## config.mk

```make
export PLATFORM = sky130hd
export DESIGN_NAME = hysteresis_pump_controller
export DESIGN_NICKNAME = d
export VERILOG_FILES = /design/src/hw/rtl/hpc_pkg.sv /design/src/hw/rtl/hpc_cfg_regs.sv /design/src/hw/rtl/hpc_step.sv /design/src/hw/rtl/hysteresis_pump_controller.sv
export SDC_FILE = /design/constraint.sdc
export NUM_CORES = 1
export LEC_CHECK = 0
export BUFFER_PORTS_ARGS = -buffer_cell sky130_fd_sc_hd__buf_2
export CELL_PAD_IN_SITES_DETAIL_PLACEMENT = 1
export CELL_PAD_IN_SITES_GLOBAL_PLACEMENT = 1
export CORE_UTILIZATION = 41
export DETAILED_ROUTE_END_ITERATION = 8
export PLACE_DENSITY_LB_ADDON = 0.1
export SYNTH_ARGS = -nofsm -noshare
export SYNTH_HDL_FRONTEND = slang
export SYNTH_HIERARCHICAL = 1
export SYNTH_SLANG_ARGS = --single-unit
```

## constraint.sdc

```tcl
create_clock -name clk -period 3.9 [get_ports clk]
set_input_delay 0.78 -clock clk [delete_from_list [all_inputs] [get_ports clk]]
set_output_delay 0.78 -clock clk [all_outputs]
set_load 0.01 [all_outputs]
```

## src/hw/rtl/hpc_pkg.sv

```systemverilog
// Package for the hysteresis pump controller: payload and state types,
// register map codes and reset values. No dependencies.
`default_nettype none

package hpc_pkg;

    // Field widths fixed by the interface.
    localparam int MoistureWidth = 10;
    localparam int TicksWidth    = 16;
    localparam int AddrWidth     = 4;
    localparam int DataWidth     = 32;

    // Register indexes, taken from paddr[3:2].
    typedef enum logic [1:0] {
        REG_LOW_MOISTURE     = 2'd0,
        REG_HIGH_MOISTURE    = 2'd1,
        REG_AUTO_LIMIT_TICKS = 2'd2,
        REG_MANUAL_TICKS     = 2'd3
    } hpc_reg_idx_t;

    // Reset values of the configuration registers.
    localparam logic [MoistureWidth-1:0] LowMoistureReset    = 10'd300;
    localparam logic [MoistureWidth-1:0] HighMoistureReset   = 10'd700;
    localparam logic [TicksWidth-1:0]    AutoLimitTicksReset = 16'd60;
    localparam logic [TicksWidth-1:0]    ManualTicksReset    = 16'd10;

    localparam logic [TicksWidth-1:0]    TicksMax            = 16'hFFFF;

    // One control tick.
    typedef struct packed {
        logic [MoistureWidth-1:0] moisture;
        logic                     mode_button;
        logic                     water_button;
    } hpc_in_t;

    // One result.
    typedef struct packed {
        logic                  pump_on;
        logic                  manual_mode;
        logic [TicksWidth-1:0] elapsed_ticks;
    } hpc_out_t;

    // Configuration handed from the register block to the tick logic.
    typedef struct packed {
        logic [MoistureWidth-1:0] low_moisture;
        logic [MoistureWidth-1:0] high_moisture;
        logic [TicksWidth-1:0]    auto_limit_ticks;
        logic [TicksWidth-1:0]    manual_ticks;
    } hpc_cfg_t;

    // Controller state carried from tick to tick.
    typedef struct packed {
        logic                  mode_is_manual;
        logic                  pump_running;
        logic [TicksWidth-1:0] run_timer;
    } hpc_state_t;

endpackage

`default_nettype wire

```

## src/hw/rtl/hpc_cfg_regs.sv

```systemverilog
// APB-style configuration registers of the pump controller.
// Depends on hpc_pkg for the register map and the configuration struct.
`default_nettype none

module hpc_cfg_regs (
    input  wire logic                         clk,
    input  wire logic                         rst_n,
    input  wire logic                         psel,
    input  wire logic                         penable,
    input  wire logic                         pwrite,
    input  wire logic [hpc_pkg::AddrWidth-1:0] paddr,
    input  wire logic [hpc_pkg::DataWidth-1:0] pwdata,
    output logic      [hpc_pkg::DataWidth-1:0] prdata,
    output logic                              pready,
    output hpc_pkg::hpc_cfg_t                 cfg
);
    import hpc_pkg::*;

    hpc_cfg_t     cfg_reg;
    hpc_reg_idx_t reg_idx;
    logic         wr_en;

    assign reg_idx = hpc_reg_idx_t'(paddr[3:2]);
    assign pready  = 1'b1;
    assign wr_en   = psel && penable && pwrite && pready;

    // Register writes on the access cycle of a write transfer.
    always_ff @(posedge clk or negedge rst_n)
    begin
        if (!rst_n)
        begin
            cfg_reg.low_moisture     <= LowMoistureReset;
            cfg_reg.high_moisture    <= HighMoistureReset;
            cfg_reg.auto_limit_ticks <= AutoLimitTicksReset;
            cfg_reg.manual_ticks     <= ManualTicksReset;
        end
        else if (wr_en)
        begin
            case (reg_idx)
                REG_LOW_MOISTURE:     cfg_reg.low_moisture     <= pwdata[MoistureWidth-1:0];
                REG_HIGH_MOISTURE:    cfg_reg.high_moisture    <= pwdata[MoistureWidth-1:0];
                REG_AUTO_LIMIT_TICKS: cfg_reg.auto_limit_ticks <= pwdata[TicksWidth-1:0];
                REG_MANUAL_TICKS:     cfg_reg.manual_ticks     <= pwdata[TicksWidth-1:0];
                default:              ;
            endcase
        end
    end

    // Read data, zero-extended to the bus width.
    always_comb
    begin
        case (reg_idx)
            REG_LOW_MOISTURE:
                prdata = {{(DataWidth-MoistureWidth){1'b0}}, cfg_reg.low_moisture};
            REG_HIGH_MOISTURE:
                prdata = {{(DataWidth-MoistureWidth){1'b0}}, cfg_reg.high_moisture};
            REG_AUTO_LIMIT_TICKS:
                prdata = {{(DataWidth-TicksWidth){1'b0}}, cfg_reg.auto_limit_ticks};
            REG_MANUAL_TICKS:
                prdata = {{(DataWidth-TicksWidth){1'b0}}, cfg_reg.manual_ticks};
            default:
                prdata = '0;
        endcase
    end

    assign cfg = cfg_reg;

endmodule

`default_nettype wire

```

## src/hw/rtl/hpc_step.sv

```systemverilog
// Combinational tick logic: mode toggle, manual start, hysteresis and timeout.
// Depends on hpc_pkg for the item, configuration and state structs.
`default_nettype none

module hpc_step (
    input  wire hpc_pkg::hpc_in_t    item,
    input  wire hpc_pkg::hpc_cfg_t   cfg,
    input  wire hpc_pkg::hpc_state_t state_cur,
    output hpc_pkg::hpc_state_t      state_nxt
);
    import hpc_pkg::*;

    // The steps of one tick, applied in order to a working copy of the state.
    always_comb
    begin
        logic                  mode;
        logic                  pump;
        logic [TicksWidth-1:0] timer;

        mode  = state_cur.mode_is_manual;
        pump  = state_cur.pump_running;
        timer = state_cur.run_timer;

        // Mode toggle; entering manual mode stops any run.
        if (item.mode_button)
        begin
            if (!mode)
            begin
                mode  = 1'b1;
                pump  = 1'b0;
                timer = '0;
            end
            else
            begin
                mode = 1'b0;
            end
        end

        // Manual start only when idle in manual mode.
        if (item.water_button && mode && !pump)
        begin
            pump  = 1'b1;
            timer = '0;
        end

        if (!mode)
        begin
            if (!pump)
            begin
                // Hysteresis start; the timer does not count on this tick.
                if (item.moisture < cfg.low_moisture)
                begin
                    pump  = 1'b1;
                    timer = '0;
                end
            end
            else
            begin
                if (timer != TicksMax)
                    timer = timer + 16'd1;
                if ((item.moisture > cfg.high_moisture) || (timer >= cfg.auto_limit_ticks))
                begin
                    pump  = 1'b0;
                    timer = '0;
                end
            end
        end
        else if (pump)
        begin
            if (timer != TicksMax)
                timer = timer + 16'd1;
            if (timer >= cfg.manual_ticks)
            begin
                pump  = 1'b0;
                timer = '0;
            end
        end

        state_nxt.mode_is_manual = mode;
        state_nxt.pump_running   = pump;
        state_nxt.run_timer      = timer;
    end

endmodule

`default_nettype wire

```

## src/hw/rtl/hysteresis_pump_controller.sv

```systemverilog
// Top level of the hysteresis pump controller: input register, tick logic,
// state and result registers. Depends on hpc_pkg, hpc_cfg_regs and hpc_step.
`default_nettype none

// One input transfer is one control tick and yields exactly one result. The
// block takes a new tick every clock cycle while in_stall is low; a tick is
// taken into the input register, and its result is loaded into the result
// register when the item advances. The combinational tick logic sits
// between the input register and the result and state registers. A stall
// on the result side holds the result register and, one item later, the
// input register; stall on the input side rises only while both hold an
// item. Configuration registers are written over the APB-style port and
// should only be changed while no tick is in flight.
module hysteresis_pump_controller (
    input  wire logic                         clk,
    input  wire logic                         rst_n,
    input  wire logic                         in_valid,
    output logic                              in_stall,
    input  wire hpc_pkg::hpc_in_t             in_data,
    output logic                              out_valid,
    input  wire logic                         out_stall,
    output hpc_pkg::hpc_out_t                 out_data,
    input  wire logic                         psel,
    input  wire logic                         penable,
    input  wire logic                         pwrite,
    input  wire logic [hpc_pkg::AddrWidth-1:0] paddr,
    input  wire logic [hpc_pkg::DataWidth-1:0] pwdata,
    output logic      [hpc_pkg::DataWidth-1:0] prdata,
    output logic                              pready
);
    import hpc_pkg::*;

    hpc_cfg_t   cfg;
    hpc_in_t    item_reg;
    logic       item_vld_reg;
    hpc_out_t   res_reg;
    logic       res_vld_reg;
    hpc_state_t state_reg;
    hpc_state_t state_next;
    logic       advance;
    logic       in_take;

    // Configuration registers.
    hpc_cfg_regs u_cfg_regs (
        .clk     (clk),
        .rst_n   (rst_n),
        .psel    (psel),
        .penable (penable),
        .pwrite  (pwrite),
        .paddr   (paddr),
        .pwdata  (pwdata),
        .prdata  (prdata),
        .pready  (pready),
        .cfg     (cfg)
    );

    // Tick logic on the registered item and the current state.
    hpc_step u_step (
        .item      (item_reg),
        .cfg       (cfg),
        .state_cur (state_reg),
        .state_nxt (state_next)
    );

    // The held item moves on when the result register is free or draining.
    assign advance  = item_vld_reg && (!res_vld_reg || !out_stall);
    assign in_stall = item_vld_reg && !advance;
    assign in_take  = in_valid && !in_stall;

    // Input register control.
    always_ff @(posedge clk or negedge rst_n)
    begin
        if (!rst_n)
            item_vld_reg <= 1'b0;
        else if (!in_stall)
            item_vld_reg <= in_valid;
    end

    // Input register payload.
    always_ff @(posedge clk)
    begin
        if (in_take)
            item_reg <= in_data;
    end

    // Controller state, updated once per processed tick.
    always_ff @(posedge clk or negedge rst_n)
    begin
        if (!rst_n)
        begin
            state_reg.mode_is_manual <= 1'b0;
            state_reg.pump_running   <= 1'b0;
            state_reg.run_timer      <= '0;
        end
        else if (advance)
        begin
            state_reg <= state_next;
        end
    end

    // Result register control.
    always_ff @(posedge clk or negedge rst_n)
    begin
        if (!rst_n)
            res_vld_reg <= 1'b0;
        else
            res_vld_reg <= advance || (res_vld_reg && out_stall);
    end

    // Result register payload.
    always_ff @(posedge clk)
    begin
        if (advance)
        begin
            res_reg.pump_on       <= state_next.pump_running;
            res_reg.manual_mode   <= state_next.mode_is_manual;
            res_reg.elapsed_ticks <= state_next.run_timer;
        end
    end

    assign out_valid = res_vld_reg;
    assign out_data  = res_reg;

endmodule

`default_nettype wire

```

### After elaboration in Yosys (flattened, before gate mapping)

Cells that the tools add are included.

* shift operators: 0
* equality and inequality tests: 4
* reductions and logical operators: 21
* divide/modulo/power cells: 0
* $add $sub $neg: 1
* bitwise operators: 0
* multiply operators: 0
* $lt $le $gt $ge: 4
* muxes and demuxes: 25

Operators with widths (number)
* $mux 16: 13
* $pmux 32 s4: 1
* $ge 16x16->1: 2
* $add 16x1->16 const B: 1
* $ne 16x16->1 const B: 1
* $mux 1: 11
* $gt 10x10->1: 1
* $lt 10x10->1: 1
* $logic_and 1x1->1: 8
* $reduce_and 2->1: 4
* $logic_not 1->1: 5
* $eq 2x2->1 const B: 2
* $logic_or 1x1->1: 3
* $eq 2x1->1 const B: 1
* $logic_not 2->1: 1

* bits of input ports: 55
* output and inout bits: 53
* bits in latches: 0
* flip-flop bits (word level): 102
* word-level logic and storage cells: 70
* memories: 0
* bits in read-only memories: 0
* memory bits (writable): 0

### Longest topological paths before layout

Gate-level depths: netlist (run 1).

* depth after elaboration: 14
* gate-level depth with buffers: 19
* depth with buffers taken out: 18

### Cells and area by module

The synthesis (run 1) kept the hierarchy.

By module, submodules not included
* hpc_cfg_regs: area an instance 2532.4 sq um, cells each 159, sequential area each 1321.3 sq um, times used 1
* hpc_step: area an instance 2049.5 sq um, cells each 284, sequential area each 0.0 sq um, times used 1
* hysteresis_pump_controller: area an instance 1710.4 sq um, cells each 76, sequential area each 1401.3 sq um, times used 1

### Worst setup path after synthesis (run 1)

OpenSTA, ideal clock, no wires.

* path kind: register to register
* start point: register item_reg[1] in the netlist's numbering
* end point: register state_reg[10] in the netlist's numbering
* data arrival time: 4.023 ns
* period minus slack after synthesis: 4.148 ns
* buffers on the path: 1
* data required time: 3.775 ns
* setup time: 0.125 ns
* cell stages (with the launch flop): 20
* setup slack: -0.248 ns
* cells stage by stage: edfxtp_1 and2b_1 nor2_1 and2_1 ha_1 nand2_1 nor4_4 nand3b_2 nand4_1 xnor2_1 nor2_1 ha_1 o21a_1 nor2_1 o311a_1 nor3_1 o22ai_2 buf_6 a22o_1 mux2_4

RTL lines
* start: declaration: RTL line hysteresis_pump_controller.sv:34 `hpc_in_t item_reg;`
* start signal: assignment: RTL line hysteresis_pump_controller.sv:83 `item_reg <= in_data;`
* end signal: assignment: RTL line hysteresis_pump_controller.sv:97 `state_reg <= state_next;`
* end: declaration: RTL line hysteresis_pump_controller.sv:38 `hpc_state_t state_reg;`

==> flow_metrics.env, run 1 <==
export IMPL_combPwrFrac_pct=36.1
export IMPL_final_cells=830
export IMPL_fin_util_pct=52.0
export IMPL_dp_hpwl_um=11800
export IMPL_synthesis_area_um2=6290
export IMPL_synth_edf_count=30
export IMPL_numCtsBuffers=9
export IMPL_seqPwrFrac_pct=39.5
export IMPL_fin_nets=748
export IMPL_synthMuxAreaShare_pct=18.5
export IMPL_drt_iter0_drc=183
export IMPL_failed_checks="setup timing"
export IMPL_tns_ns=-2.36
export IMPL_whs_ns=0.501
export IMPL_synth_compound_area_share_pct=8.89
export IMPL_synth_adder_area_share_pct=10.3
export IMPL_drt_antenna_violating_nets=0
export IMPL_synth_most_common_cell="inv_1"
export IMPL_synth_top_family_by_area="multiplexers"
export IMPL_layout_drive_gt1_share_pct=44.9
export IMPL_rows=44
export IMPL_ir_worst_vdd_mv=0.254
export IMPL_boundaryPins=108
export IMPL_setup_viol=30
export IMPL_grt_pass1_wl_um=25800
export IMPL_yosysWarnings=6
export IMPL_netSwitchingFraction_pct=32.9
export IMPL_netlist_instances=519
export IMPL_numPlacedInstances=805
export IMPL_ys_seq_elements=102
export IMPL_crit_required_ns=4.14
export IMPL_synthArstFlopShare_pct=70.6
export IMPL_die_y_um=126
export IMPL_critPathCaptureType="flip-flop"
export IMPL_postRouteWirelength_um=15700
export IMPL_criticalPathCategory="reg -> reg"
export IMPL_clkPwrFrac_pct=24.4
export IMPL_internal_power_mw=2.47
export IMPL_rsz0062_at_grt="true"
export IMPL_finClkSkew_ns=0.00396
export IMPL_first_global_vias=4799
export IMPL_cts_max_level=3
export IMPL_cts_buffer_depth=2
export IMPL_worstSetupStartpointType="flip-flop"
export IMPL_p_leak_nw=3.60
export IMPL_tightest_slew_ns=0.956
export IMPL_p_per_area_nw_per_um2=481
export IMPL_largest_reg_flops=52
export IMPL_synthXorXnorAreaFrac_pct=1.53
export IMPL_max_freq_mhz=247
export IMPL_netSwitchingPower_mw=1.21
export IMPL_clkSlewWorstSetupHoldPaths_ns=0.07
export IMPL_area_delta_synth_final_pct=22.0
export IMPL_slew_headroom_pct=36.3
export IMPL_core_area_um2=14800
export IMPL_synth_common_cells="58 x inv_1, 56 x dfrtp_1, 52 x ha_1, 52 x mux2_2, 30 x edfxtp_1"
export IMPL_io_buffers=72
export IMPL_overflow=0
export IMPL_setup_slack_ns=-0.151
export IMPL_clk_latency_ns=0.35
export IMPL_cp_data_arrival_time_ns=4.29
export IMPL_outcome="complete, but fails checks"
export IMPL_tritoncts="yes"
export IMPL_grt_max_degree=73
export IMPL_slew_violations=0
export IMPL_grt_usage_pct=21.3
export IMPL_cts_sinks=102
export IMPL_wl_per_cell_um=18.9
export IMPL_fillers=1598
export IMPL_antenna_found_initial=0
export IMPL_via_per_inst=5.28
export IMPL_yosysTopAreaCell="dfrtp_1"
export IMPL_path_max_fanout=13
export IMPL_cts_root_buf="clkbuf_16"
export IMPL_ys_types=69
export IMPL_dp_slack_ns=-0.448
export IMPL_synth_simple_gate_area_share_pct=9.60
export IMPL_r2r_cells=21
export IMPL_period_share_pct=104
export IMPL_post_synth_cell_area_avg_um2=12.1
export IMPL_synth_ff_type="dfrtp_1"
export IMPL_start_util_pct=42.6
export IMPL_hp_class="reg -> reg"
export IMPL_die_w_um=126
export IMPL_dr_total_vias=4383
export IMPL_synth_area_leaders="dfrtp_1 22%, edfxtp_1 14%, ha_1 10%"
export IMPL_dieArea_um2=15800
export IMPL_worstHoldPathCells=1
export IMPL_max_cap_viol_count=0
export IMPL_synth_top_area_share_pct=22.3
export IMPL_drtPass1Iterations=4
export IMPL_drc=0
export IMPL_layout_min_cycle_time_ns=4.05
export IMPL_hold_viol_final=0
export IMPL_place_congestion=0.914
export IMPL_seq_area_frac_synth_pct=43.3
export IMPL_antenna_cells=0
cell families after synthesis:
logic type,Yosys count
compound gates,75
xor+xnor,11
simple gates,99
mux,88
other cells,2
fa+ha+maj,52
buf+inv,90
flops,102
cells in the final DEF, fill, tap and decap left out, types with 3 or more instances in the layout:
cell       instances
nand2_1           14
nor2_2             5
dfrtp_1           56
mux2_4            22
nand3_1            9
dfstp_2           16
o21ai_0            6
a211oi_2           3
nor2b_1            9
ha_4               4
conb_1            17
ha_1              48
nand2b_1           5
a22o_1            11
a211oi_1           3
mux4_2            10
xnor2_1            5
inv_1             58
buf_2             72
a21oi_1           16
edfxtp_1          30
buf_4             54
mux2_2            49
mux2i_1            7
a21o_1             7
xnor2_2            3
clkbuf_16         10
and2_4             3
nor3_1             3
a2111oi_2          3
nand4_1           11
nor2_1            10
power groups by stage:
stage	logic, mW	clock network [mW]	registers, mW
4_1_cts	1.31	0.932	1.46
3_5_place_dp	1.25	0	1.47
5_1_grt	1.46	0.963	1.48
6_report	1.33	0.901	1.46
3_3_place_gp	1.21	0	1.46
2_1_floorplan	0.786	0	1.45
worst max-delay path: stages (launching register included):
cell and delay (ns):
edfxtp_1 0.41, buf_6 0.14, and2b_2 0.21, nor2_4 0.11, and2_4 0.17, ha_4 0.14
nand2_4 0.05, nor4_4 0.14, buf_4 0.18, nand3b_4 0.14, nand4_1 0.17, xnor2_2 0.15
nor2_2 0.08, ha_1 0.28, o21a_1 0.11, nor2_1 0.05, o311a_1 0.36, nor3_4 0.23
o22ai_2 0.12, buf_12 0.17, a22o_1 0.25, mux2_2 0.26
layer usage:
metal	track usage, %	part of all wire (%)	vias to the layer above	routed length, um
met4	4.54	0.83	0	130
li1	-	-	2103	-
met2	36.1	49	83	7680
met3	4.84	3.4	11	541
met5	0	0	-	0
met1	27.7	47	2186	7370
area by class of cell:
class,count,area (um^2),share of cell area (%)
Tap cell,184,230,3.00
Timing Repair Buffer,128,797,10.4
Inverter,58,218,2.84
Sequential cell,102,2720,35.5
Clock buffer,14,285,3.72
Clock inverter,2,15.0,0.196
Multi-Input combinational cell,342,3410,44.4
path summary, 6_finish.rpt:
path,slack (ns),end,from
max reg2reg,-0.15,state_reg[1],item_reg[1]
max in group asynchronous,2.62,state_reg[11],rst_n
min reg2reg,0.50,out_valid,item_vld_reg
min,0.50,out_valid,item_vld_reg
min in group asynchronous,0.66,u_cfg_regs/cfg[49],rst_n
max,-0.15,state_reg[1],item_reg[1]
stage by stage:
| stage | total power, mW | cell area (um^2) |
|---|---|---|
| final | 3.69 | 7670 |
| after global routing | 3.91 | 7670 |
| after CTS | 3.70 | 7610 |
| after detailed placement | 2.72 | 7120 |
| after global placement | 2.67 | 7120 |
| after floorplan | 2.23 | 6430 |
repair_timing:
action	CTS	global route
setup buffers	7	2
endpoints found under the setup margin	34	34
hold buffers	0	0
pin swaps	7	8
gates resized for setup	25	11
(Power assumes the default switching activity.)
==> run 2, diff against run 1 <==
--- a/config.mk
+++ b/config.mk
@@ -8,7 +8,7 @@
 export BUFFER_PORTS_ARGS = -buffer_cell sky130_fd_sc_hd__buf_2
 export CELL_PAD_IN_SITES_DETAIL_PLACEMENT = 1
 export CELL_PAD_IN_SITES_GLOBAL_PLACEMENT = 1
-export CORE_UTILIZATION = 41
+export CORE_UTILIZATION = 49
 export DETAILED_ROUTE_END_ITERATION = 8
 export PLACE_DENSITY_LB_ADDON = 0.1
 export SYNTH_ARGS = -nofsm -noshare
==> constraint.sdc (replaced) <==
create_clock -name clk -period 4.9 [get_ports clk]
set_input_delay 0.98 -clock clk [delete_from_list [all_inputs] [get_ports clk]]
set_output_delay 0.98 -clock clk [all_outputs]
set_load 0.01 [all_outputs]
==> run 2 against run 1 <==
  * The flow now finishes without violations
  * Design area down 7.5%
  * First-iteration DRC count increased by 23%
  * Wire length decreased by 7.8%
  * Cell count is 6.7% lower
  * Maximum frequency decreased by 11%
  * Critical path depth decreased by 2
  * Sequential share of layout area increased by 2.9 points
  * Critical endpoint is now state_reg[2]
  * Highest routed layer unchanged
==> flow_metrics.env, run 2 (synthesized netlist as in run 1, its figures left out) <==
export IMPL_path_max_fanout=13
export IMPL_rows=41
export IMPL_antenna_cells=0
export IMPL_reg2reg_from="item_reg[1]"
export IMPL_r2r_end="state_reg[2]"
export IMPL_max_cap_viol_count=0
export IMPL_tightest_slew_ns=1.11
export IMPL_cts_max_level=3
export IMPL_cts_root_buf="clkbuf_16"
export IMPL_regArea_um2=2720
export IMPL_drtPass1Iterations=4
export IMPL_setup_viol=0
export IMPL_dieArea_um2=13300
export IMPL_final_area_um2=7100
export IMPL_largest_reg_flops=52
export IMPL_grt_max_degree=49
export IMPL_place_congestion=0.877
export IMPL_start_util_pct=50.1
export IMPL_cp_slowest_cell="edfxtp_1"
export IMPL_rrSetupSlack_ns=0.34
export IMPL_p_per_area_nw_per_um2=394
export IMPL_wl_per_cell_um=18.7
export IMPL_cts_sinks=102
export IMPL_multi_input_area_um2=3170
export IMPL_via_per_inst=5.53
export IMPL_tritoncts="yes"
export IMPL_fin_util_pct=56.5
export IMPL_critPathMaxStageDelay_ns=0.45
export IMPL_clk_latency_ns=0.36
export IMPL_path_common_cell="nor2_1"
export IMPL_critPathCaptureType="flip-flop"
export IMPL_drc=0
export IMPL_hp_start="item_vld_reg"
export IMPL_dpl_instance_area_um2=6770
export IMPL_crit_path_cell_trace="and2b_1 -> nor2_1 -> and2_1 -> ha_1 -> nand2_1 -> nor4_4 -> nand3b_4 -> nand4_1 -> xnor2_1 -> nor2_1 -> ha_1 -> o21a_1 -> nor2_1 -> o311a_1 -> nor3_1 -> o22ai_2 -> buf_12 -> a22o_2 -> mux2_2"
export IMPL_finClkSkew_ns=0.00586
export IMPL_hold_viol_final=0
export IMPL_boundaryPins=108
export IMPL_criticalPathCategory="reg -> reg"
export IMPL_worstHoldPathCells=1
export IMPL_fillers=1358
export IMPL_cp_data_arrival_time_ns=4.81
export IMPL_slew_headroom_pct=26.0
export IMPL_postRouteWirelength_um=14500
export IMPL_drt_iter0_drc=225
export IMPL_r2r_cells=19
export IMPL_grt_pass1_wl_um=23600
export IMPL_dp_hpwl_um=11200
export IMPL_overflow=0
export IMPL_fin_nets=704
export IMPL_grt_usage_pct=23.9
export IMPL_rsz0062_at_grt="false"
export IMPL_numCtsBuffers=9
export IMPL_max_freq_mhz=220
export IMPL_die_y_um=115
export IMPL_die_w_um=115
export IMPL_core_area_um2=12600
export IMPL_power_mw=2.80
export IMPL_first_global_vias=4448
export IMPL_area_delta_synth_final_pct=12.8
export IMPL_outcome="complete, no violations"
export IMPL_cts_buffer_depth=2
export IMPL_clkSlewWorstSetupHoldPaths_ns=0.07
export IMPL_worstSetupStartpointType="flip-flop"
export IMPL_layout_drive_gt1_share_pct=35.7
export IMPL_layout_min_cycle_time_ns=4.56
export IMPL_cts_setup_buffers=0
export IMPL_io_buffers=72
export IMPL_dr_total_vias=4283
export IMPL_crit_required_ns=5.15
export IMPL_final_common_cell="buf_2"
export IMPL_final_cell_mix="72 x buf_2, 58 x inv_1, 56 x dfrtp_1, 52 x mux2_2, 52 x ha_1"
export IMPL_hold_path_end="out_valid"
export IMPL_drt_antenna_violating_nets=0
export IMPL_ir_worst_vdd_mv=0.221
export IMPL_period_share_pct=93.0
export IMPL_hp_class="reg -> reg"
export IMPL_antenna_found_initial=0
export IMPL_tns_ns=0
export IMPL_slew_violations=0
export IMPL_p_leak_nw=3.30
-- run 2: area by class of cell --
type,instances,share of cell area [%]
Clock inverter,5,0.547
Tap cell,172,3.03
Timing Repair Buffer,84,6.52
Sequential cell,102,38.4
Multi-Input combinational cell,342,44.7
Clock buffer,11,3.72
Inverter,58,3.07
-- run 2: worst max path at each step --
stage,from,endpoint,slack [ns],depth (start not counted)
final,item_reg[1],state_reg[2],0.34,19
after global routing,item_reg[1],state_reg[1],0.03,19
after CTS,item_reg[1],state_reg[3],0.17,17
after detailed placement,item_reg[1],state_reg[3],0.23,17
after global placement,item_reg[1],state_reg[11],0.42,17
after floorplan,item_reg[1],state_reg[10],0.75,19
-- run 2: per-stage QoR --
step	worst slack [ns]	cells	hold WS, ns
finish	0.344	774	0.499
global route	0.0303	774	0.519
CTS	0.172	774	0.501
detailed placement	0.231	758	0.481
global placement	0.422	758	0.468
floorplan	0.752	534	0.447
-- run 2: where the power goes --
part	switching (mW)	leakage (nW)	internal, mW
clock network	0.334	0.147	0.392
registers	0.114	1.17	1.05
logic	0.482	1.99	0.425
-- run 2: worst max-delay path, delay by kind of cell (launching register included) --
| kind | cells | cell delay (ns) |
|---|---|---|
| fa+ha+maj | 2 | 0.56 |
| buf+inv | 1 | 0.17 |
| compound gates | 4 | 0.87 |
| xor+xnor | 1 | 0.18 |
| flops | 1 | 0.45 |
| mux | 1 | 0.26 |
| simple gates | 10 | 1.96 |
-- run 2: layer usage --
layer / track usage, % / routed length (um) / part of all wire [%]
met1: 31.7 / 6770 / 47
met4: 8.83 / 263 / 1.8
met3: 4.22 / 466 / 3.2
met5: 0 / 0 / 0
met2: 39.0 / 7000 / 48
-- run 2: repair_timing --
| action | in CTS | in global routing |
|---|---|---|
| setup endpoints to repair | 0 | 19 |
| gates resized for setup | 0 | 6 |
| hold buffers | 0 | 0 |
